## config.mk

```make
export PLATFORM = sky130hd
export DESIGN_NAME = top_k_latency_statistics_flat
export DESIGN_NICKNAME = d
export VERILOG_FILES = /design/src/rtl/tkls_pkg.sv /design/src/rtl/tkls_req_if.sv /design/src/rtl/tkls_rsp_if.sv /design/src/rtl/tkls_cell.sv /design/src/rtl/top_k_latency_statistics.sv /design/src/flat_wrapper.sv
export SDC_FILE = /design/constraint.sdc
export NUM_CORES = 2
export LEC_CHECK = 0
export CORE_ASPECT_RATIO = 1.2
export CORE_MARGIN = 4
export CORE_UTILIZATION = 55
export CTS_CLUSTER_SIZE = 16
export DETAILED_ROUTE_END_ITERATION = 8
export DONT_BUFFER_PORTS = 1
export GPL_ROUTABILITY_DRIVEN = 0
export PLACE_DENSITY = 0.76
export SYNTH_ARGS = -nofsm -noshare
export SYNTH_HDL_FRONTEND = slang
export SYNTH_SLANG_ARGS = --single-unit
```

## constraint.sdc

```tcl
create_clock -name clk -period 31.6 [get_ports clk]
set_input_delay 1.58 -clock clk [delete_from_list [all_inputs] [get_ports clk]]
set_output_delay 1.58 -clock clk [all_outputs]
set_load 0.02 [all_outputs]
```

## src/rtl/tkls_pkg.sv

```systemverilog
package tkls_pkg;

  // List depth of the largest and smallest interval rows
  localparam int LIST_DEPTH = 8;

  localparam int WORD_W = 64;
  localparam int CNT_W  = 32;
  localparam int FUNC_W = 2;
  localparam int RANK_W = 3;

  localparam logic [WORD_W-1:0] ALL_ONES = {WORD_W{1'b1}};

  // Item function codes
  localparam logic [FUNC_W-1:0] FUNC_DURATION = 2'd0;
  localparam logic [FUNC_W-1:0] FUNC_STAMP    = 2'd1;
  localparam logic [FUNC_W-1:0] FUNC_READ     = 2'd2;

  // What one cell hands to its right-hand neighbor
  typedef struct packed {
    logic              lg_before;
    logic [WORD_W-1:0] lg;
    logic              sm_before;
    logic [WORD_W-1:0] sm;
  } link_t;

endpackage

```

## src/rtl/tkls_req_if.sv

```systemverilog
interface tkls_req_if;
  logic                       valid;
  logic                       ready;
  logic [tkls_pkg::FUNC_W-1:0] func;
  logic [tkls_pkg::WORD_W-1:0] sample;
  logic [tkls_pkg::RANK_W-1:0] rank;

  modport source (output valid, func, sample, rank, input ready);
  modport sink   (input valid, func, sample, rank, output ready);
endinterface

```

## src/rtl/tkls_rsp_if.sv

```systemverilog
interface tkls_rsp_if;
  logic                       valid;
  logic                       ready;
  logic [tkls_pkg::CNT_W-1:0]  hit_total;
  logic [tkls_pkg::WORD_W-1:0] sum_of_intervals;
  logic [tkls_pkg::WORD_W-1:0] largest_at_rank;
  logic [tkls_pkg::WORD_W-1:0] smallest_at_rank;
  logic                       interval_taken;

  modport source (output valid, hit_total, sum_of_intervals, largest_at_rank,
                  smallest_at_rank, interval_taken, input ready);
  modport sink   (input valid, hit_total, sum_of_intervals, largest_at_rank,
                  smallest_at_rank, interval_taken, output ready);
endinterface

```

## src/rtl/tkls_cell.sv

```systemverilog
module tkls_cell (
  input  logic                        clk,
  input  logic                        rst,
  input  logic                        en,
  input  logic [tkls_pkg::WORD_W-1:0] v,
  input  tkls_pkg::link_t             left,
  output tkls_pkg::link_t             right
);

  logic [tkls_pkg::WORD_W-1:0] lg;
  logic [tkls_pkg::WORD_W-1:0] sm;

  // Compare the new interval against this entry; equal values stay ahead
  assign right.lg_before = (v > lg);
  assign right.sm_before = (v < sm);
  assign right.lg        = lg;
  assign right.sm        = sm;

  // Shift in the neighbor's entry, or take the new value where it lands
  always_ff @(posedge clk) begin
    if (rst) begin
      lg <= '0;
      sm <= tkls_pkg::ALL_ONES;
    end else if (en) begin
      if (left.lg_before) begin
        lg <= left.lg;
      end else if (right.lg_before) begin
        lg <= v;
      end
      if (left.sm_before) begin
        sm <= left.sm;
      end else if (right.sm_before) begin
        sm <= v;
      end
    end
  end

endmodule

```

## src/rtl/top_k_latency_statistics.sv

```systemverilog
// Timing statistics for one timer channel. Each request word carries a
// duration, a timestamp or a read; a timestamp becomes the interval since
// the previous one (mod 2^64), and the first timestamp after reset or after
// an all-ones stamp gives no interval. The block keeps the LIST_DEPTH largest
// and smallest intervals in a row of cells, one entry of each list per cell,
// plus a wrapping interval total and sample count. Every request returns one
// response word with the count, the total and both list entries at the given
// rank, as they stand after the update. The request word is captured at the
// accepting edge and then passes through the interval subtract step, the
// parallel sorted insert across the cells and the rank readout step, which
// loads the response register. A new request is accepted once the previous
// one has reached the response register; while that response waits to be
// taken, the next request holds in its readout step.
module top_k_latency_statistics (
  input logic       clk,
  input logic       rst,
  tkls_req_if.sink  req,
  tkls_rsp_if.source rsp
);

  localparam logic [1:0] P_IDLE = 2'd0;
  localparam logic [1:0] P_DIFF = 2'd1;
  localparam logic [1:0] P_INS  = 2'd2;
  localparam logic [1:0] P_READ = 2'd3;

  logic [1:0]                  phase;
  logic [tkls_pkg::FUNC_W-1:0] func_q;
  logic [tkls_pkg::WORD_W-1:0] sample_q;
  logic [tkls_pkg::RANK_W-1:0] rank_q;
  logic [tkls_pkg::WORD_W-1:0] interval;
  logic                        take;
  logic [tkls_pkg::WORD_W-1:0] prev_stamp;
  logic [tkls_pkg::CNT_W-1:0]  hit_counter;
  logic [tkls_pkg::WORD_W-1:0] interval_sum;

  logic                        out_valid;
  logic [tkls_pkg::CNT_W-1:0]  out_hits;
  logic [tkls_pkg::WORD_W-1:0] out_sum;
  logic [tkls_pkg::WORD_W-1:0] out_lg;
  logic [tkls_pkg::WORD_W-1:0] out_sm;
  logic                        out_taken;

  logic                        load_out;
  logic                        cell_en;
  logic [tkls_pkg::WORD_W-1:0] rd_lg;
  logic [tkls_pkg::WORD_W-1:0] rd_sm;
  tkls_pkg::link_t             head;
  tkls_pkg::link_t             link [tkls_pkg::LIST_DEPTH];

  assign req.ready = (phase == P_IDLE);
  assign load_out  = (phase == P_READ) && (!out_valid || rsp.ready);
  assign cell_en   = (phase == P_INS) && take;

  assign rsp.valid            = out_valid;
  assign rsp.hit_total        = out_hits;
  assign rsp.sum_of_intervals = out_sum;
  assign rsp.largest_at_rank  = out_lg;
  assign rsp.smallest_at_rank = out_sm;
  assign rsp.interval_taken   = out_taken;

  // Sequence one request through capture, subtract, insert and readout
  always_ff @(posedge clk) begin
    if (rst) begin
      phase        <= P_IDLE;
      out_valid    <= 1'b0;
      prev_stamp   <= tkls_pkg::ALL_ONES;
      hit_counter  <= '0;
      interval_sum <= '0;
    end else begin
      case (phase)
        P_IDLE: begin
          if (req.valid) begin
            phase <= P_DIFF;
          end
        end
        P_DIFF: begin
          if (func_q == tkls_pkg::FUNC_DURATION || func_q == tkls_pkg::FUNC_STAMP) begin
            hit_counter <= hit_counter + 1'b1;
          end
          if (func_q == tkls_pkg::FUNC_STAMP) begin
            prev_stamp <= sample_q;
          end
          phase <= P_INS;
        end
        P_INS: begin
          if (take) begin
            interval_sum <= interval_sum + interval;
          end
          phase <= P_READ;
        end
        P_READ: begin
          if (load_out) begin
            phase <= P_IDLE;
          end
        end
        default: phase <= P_IDLE;
      endcase

      if (load_out) begin
        out_valid <= 1'b1;
      end else if (rsp.ready) begin
        out_valid <= 1'b0;
      end
    end
  end

  // Capture the request word and form the interval
  always_ff @(posedge clk) begin
    if (req.valid && req.ready) begin
      func_q   <= req.func;
      sample_q <= req.sample;
      rank_q   <= req.rank;
    end
    if (phase == P_DIFF) begin
      interval <= (func_q == tkls_pkg::FUNC_STAMP) ? sample_q - prev_stamp : sample_q;
      take     <= (func_q == tkls_pkg::FUNC_DURATION) ||
                  (func_q == tkls_pkg::FUNC_STAMP && prev_stamp != tkls_pkg::ALL_ONES);
    end
  end

  // Row of list cells, rank 0 on the left
  always_comb begin
    head           = '0;
    head.lg        = '0;
    head.sm        = tkls_pkg::ALL_ONES;
    head.lg_before = 1'b0;
    head.sm_before = 1'b0;
  end

  for (genvar i = 0; i < tkls_pkg::LIST_DEPTH; i++) begin : g_cell
    if (i == 0) begin : g_first
      tkls_cell u_cell (
        .clk   (clk),
        .rst   (rst),
        .en    (cell_en),
        .v     (interval),
        .left  (head),
        .right (link[i])
      );
    end else begin : g_rest
      tkls_cell u_cell (
        .clk   (clk),
        .rst   (rst),
        .en    (cell_en),
        .v     (interval),
        .left  (link[i-1]),
        .right (link[i])
      );
    end
  end

  // Pick the entries at the requested rank; empty values beyond the depth
  always_comb begin
    rd_lg = '0;
    rd_sm = tkls_pkg::ALL_ONES;
    for (int i = 0; i < tkls_pkg::LIST_DEPTH; i++) begin
      if (int'(rank_q) == i) begin
        rd_lg = link[i].lg;
        rd_sm = link[i].sm;
      end
    end
  end

  // Hold the response word until it is taken
  always_ff @(posedge clk) begin
    if (load_out) begin
      out_hits  <= hit_counter;
      out_sum   <= interval_sum;
      out_lg    <= rd_lg;
      out_sm    <= rd_sm;
      out_taken <= take;
    end
  end

  a_accept_starts: assert property (@(posedge clk) disable iff (rst)
    (req.valid && req.ready) |=> (phase == P_DIFF))
    else $error("accepted request did not start the subtract step");

  a_count_only_in_diff: assert property (@(posedge clk) disable iff (rst)
    (phase != P_DIFF) |=> $stable(hit_counter))
    else $error("hit counter moved outside the subtract step");

  a_sum_only_in_ins: assert property (@(posedge clk) disable iff (rst)
    (phase != P_INS) |=> $stable(interval_sum))
    else $error("interval total moved outside the insert step");

  a_rsp_from_read: assert property (@(posedge clk) disable iff (rst)
    $rose(out_valid) |-> ($past(phase) == P_READ))
    else $error("response appeared without a readout step");

  if (tkls_pkg::LIST_DEPTH > 1) begin : g_order_chk
    a_lists_sorted: assert property (@(posedge clk) disable iff (rst)
      (link[0].lg >= link[1].lg) && (link[0].sm <= link[1].sm))
      else $error("list head out of order");
  end

endmodule

```

## src/flat_wrapper.sv

```systemverilog
// flat-port wrapper written by rule: the top's interface ports become plain ports
module top_k_latency_statistics_flat 
  (clk, rst, req_valid, req_func, req_sample, req_rank, req_ready, rsp_valid, rsp_hit_total, rsp_sum_of_intervals, rsp_largest_at_rank, rsp_smallest_at_rank, rsp_interval_taken, rsp_ready);
  tkls_req_if req_i ();
  tkls_rsp_if rsp_i ();
  input logic clk;
  input logic rst;
  input wire logic [$bits(req_i.valid)-1:0] req_valid;
  input wire logic [$bits(req_i.func)-1:0] req_func;
  input wire logic [$bits(req_i.sample)-1:0] req_sample;
  input wire logic [$bits(req_i.rank)-1:0] req_rank;
  output wire logic [$bits(req_i.ready)-1:0] req_ready;
  output wire logic [$bits(rsp_i.valid)-1:0] rsp_valid;
  output wire logic [$bits(rsp_i.hit_total)-1:0] rsp_hit_total;
  output wire logic [$bits(rsp_i.sum_of_intervals)-1:0] rsp_sum_of_intervals;
  output wire logic [$bits(rsp_i.largest_at_rank)-1:0] rsp_largest_at_rank;
  output wire logic [$bits(rsp_i.smallest_at_rank)-1:0] rsp_smallest_at_rank;
  output wire logic [$bits(rsp_i.interval_taken)-1:0] rsp_interval_taken;
  input wire logic [$bits(rsp_i.ready)-1:0] rsp_ready;
  assign req_i.valid = req_valid;
  assign req_i.func = req_func;
  assign req_i.sample = req_sample;
  assign req_i.rank = req_rank;
  assign req_ready = req_i.ready;
  assign rsp_valid = rsp_i.valid;
  assign rsp_hit_total = rsp_i.hit_total;
  assign rsp_sum_of_intervals = rsp_i.sum_of_intervals;
  assign rsp_largest_at_rank = rsp_i.largest_at_rank;
  assign rsp_smallest_at_rank = rsp_i.smallest_at_rank;
  assign rsp_interval_taken = rsp_i.interval_taken;
  assign rsp_i.ready = rsp_ready;
  top_k_latency_statistics u_core (.clk(clk), .rst(rst), .req(req_i), .rsp(rsp_i));
endmodule
```

==> results.sh <==
export IMPL_r2r_start="u_core.interval[1]$_DFFE_PP_"
export IMPL_synth_area_per_cell_um2=8.64
export IMPL_worstPathRequired_ps=32380
export IMPL_dieWidth_um=406
export IMPL_finalSetupTns_ps=0
export IMPL_crit_path_start="u_core.interval[1]$_DFFE_PP_"
export IMPL_synth_cell_types=103
export IMPL_finClkSkew_ps=60.2
export IMPL_r2r_cells=13
export IMPL_coreArea_mm2=0.189
export IMPL_p_leak_nw=48.5
export IMPL_hold_worst_slack_ps=448
export IMPL_synthFlopType="dfxtp_1"
export IMPL_synthCells=12100
export IMPL_yosysTopAreaCell="dfxtp_1"
export IMPL_crit_type="register to register"
export IMPL_synth_seq_cells=1546
export IMPL_async_flop_share_pct=0
export IMPL_dr_pass1_iters=7
export IMPL_cts_tree="built"
export IMPL_ant_nets=0
export IMPL_via_count=96800
export IMPL_area_growth_pct=6.51
export IMPL_syn_area_mm2=0.105
export IMPL_routed_wl_um=357000
export IMPL_drtIter0Drc=12800
export IMPL_root_buffer="clkbuf_16"
export IMPL_synthTopCellsByArea="dfxtp_1 (23%), ha_1 (14%), edfxtp_1 (10%)"
export IMPL_grt_pass1_vias=93100
export IMPL_fin_crit_ps=6670
export IMPL_drive_gt1_share_pct=6.66
export IMPL_io_buffers=0
export IMPL_whs_path_depth=0
export IMPL_worst_pin_slew_ps=1640
export IMPL_grt_setup_unrepaired="false"
export IMPL_slew_viol_final=133
export IMPL_die_area_mm2=0.197
export IMPL_place_hpwl_um=242000
export IMPL_min_delay_start="u_core.hit_counter[31]$_SDFFE_PP0P_"
export IMPL_dieHeight_um=486
export IMPL_ys_top_cells_by_count="a21oi_1 (1233), dfxtp_1 (1187), nor2_1 (1151)"
export IMPL_synth_top_area_share_pct=22.7
export IMPL_final_util_pct=58.8
export IMPL_wl_per_cell_um=25.2
export IMPL_violations="max-slew violations"
export IMPL_path_clk_slew_ps=60
export IMPL_core_rowCount=175
export IMPL_grt_pass1_wl_um=539000
export IMPL_cts_setup_buffers=0
export IMPL_vdd_ir_drop_max_mv=0.0816
export IMPL_cts_hold_buf=0
export IMPL_critPathMaxFanout=68
export IMPL_hp_class="register to register"
export IMPL_cp_end_kind="register"
export IMPL_syn_nets=13300
export IMPL_drt_vias_per_instance=6.83
export IMPL_yosysMostFrequentCell="a21oi_1"
export IMPL_cap_viol_max_count=0
export IMPL_groute_usage_overall_pct=34.6
export IMPL_setup_violations=0
export IMPL_synth_edf_count=359
export IMPL_grt_antenna_before_repair=27
export IMPL_critPathLaunchType="register"
export IMPL_powerDensity_mw_per_mm2=84.8
export IMPL_crit_arrival_ps=7450
export IMPL_grt_max_degree=1172
export IMPL_finalCritPeriodShare_pct=21.1
export IMPL_cts_resized=0
export IMPL_post_route_drc_count=0
export IMPL_cts_sinks=1546
export IMPL_hold_violations=0
export IMPL_num_io_pins=300
export IMPL_fin_nets=12800
export IMPL_grt_ovfl_total=0
export IMPL_ys_seq_area_share_pct=33.0
export IMPL_h_tree_depth=4
export IMPL_numCtsBuffers=166
export IMPL_cts_buffer_depth=3
export IMPL_yosys_warnings=0
export IMPL_fillerInstances=16200
export IMPL_outcome="complete, but fails checks"
export IMPL_clk_latency_ps=870
export IMPL_max_clock_freq_mhz=150
export IMPL_start_util_pct=55.2
export IMPL_max_slew_margin_pct=-9.13
==> metal layers <==
metal | part of all wire [%] | global-route usage, % | vias to the layer above | wire (um)
li1 | - | - | 43500 | -
met1 | 37 | 42.8 | 45400 | 133000
met2 | 43 | 52.4 | 6272 | 153000
met3 | 11 | 7.77 | 1589 | 39900
met4 | 8.6 | 26.2 | 18 | 30900
met5 | 0.034 | 0 | - | 122
==> critical path, cell delays in order (launching register included) <==
cell	delay, ps
edfxtp_1	340
buf_4	350
ha_1	310
a21o_1	180
a211oi_1	440
o211ai_1	240
a221o_1	560
a311oi_1	330
buf_4	210
o21a_4	810
and2_2	840
or3_2	1050
buf_4	660
o211a_1	220
==> kinds of logic after synthesis <==
family / synth area share, %
AO/OA/AOI/OAI: 25.0
AND/OR/NAND/NOR: 12.0
buffers and inverters: 7.73
flip-flops: 33.0
adder cells (fa/ha/maj): 13.8
multiplexers: 7.40
XOR/XNOR: 1.10
==> registers in the layout, summed over array words and instances, names as in the netlist <==
name	count
u_core.g_cell.g_rest.u_cell.lg	448
u_core.g_cell.g_rest.u_cell.sm	448
u_core.g_cell.g_first.u_cell.lg	64
u_core.g_cell.g_first.u_cell.sm	64
u_core.interval	64
u_core.interval_sum	64
u_core.prev_stamp	64
u_core.rsp.largest_at_rank	64
u_core.rsp.smallest_at_rank	64
u_core.rsp.sum_of_intervals	64
u_core.sample_q	64
u_core.hit_counter	32
u_core.rsp.hit_total	32
u_core.rank_q	3
u_core.func_q	2
u_core.phase	2
u_core.rsp.interval_taken	1
u_core.rsp.valid	1
u_core.take	1
==> metrics by stage <==
| step | setup slack (ps) | instance area [um2] | instances | total power [W] |
|---|---|---|---|---|
| floorplan | 19190 | 105000 | 12100 | 0.00594 |
| global placement | 25420 | 106000 | 13900 | 0.00707 |
| detailed placement | 25460 | 106000 | 13900 | 0.00725 |
| CTS | 25440 | 111000 | 14200 | 0.00928 |
| global route | 25030 | 111000 | 14200 | 0.00997 |
| finish | 24930 | 111000 | 14200 | 0.00944 |
==> final timing paths <==
check                                                                          to  slack [ps]
worst max-delay path            u_core.g_cell[6].g_rest.u_cell.sm[5]$_SDFFE_PP1P_       24930
worst min register to register                 u_core.rsp.hit_total[31]$_DFFE_PP_         450
worst max register to register  u_core.g_cell[6].g_rest.u_cell.sm[5]$_SDFFE_PP1P_       24930
worst min-delay path                           u_core.rsp.hit_total[31]$_DFFE_PP_         450
==> power by group <==
group          leakage (nW)  total, W  internal [W]  switching [W]
clock                  2.70   0.00201       0.00112       0.000891
sequential             12.9   0.00281       0.00245       0.000356
combinational          32.9   0.00462       0.00159        0.00303
==> final cells by class <==
type	count	area, um2	share of cell area (%)
well taps	2478	3100	2.78
multi-input cells	8522	62300	56.0
diodes	8	20.0	0.0180
inverters	1128	4230	3.80
clock inverters	73	862	0.774
flip-flops and latches	1546	34500	31.0
clock buffers	236	4690	4.21
repair buffers	196	1600	1.44
==> cells in the final DEF, fill, tap and decap left out, drive strengths merged, types with 359 or more instances in the layout <==
cell type | netlist | layout
o21ai | 680 | 680
mux2i | 394 | 394
edfxtp | 359 | 359
nor2 | 1156 | 1156
nand2 | 425 | 425
a21oi | 1237 | 1237
dfxtp | 1187 | 1187
a211oi | 490 | 490
inv | 1128 | 1141
a21o | 550 | 550
ha | 1147 | 1147
Note: power is estimated with default switching activity, not from simulation.
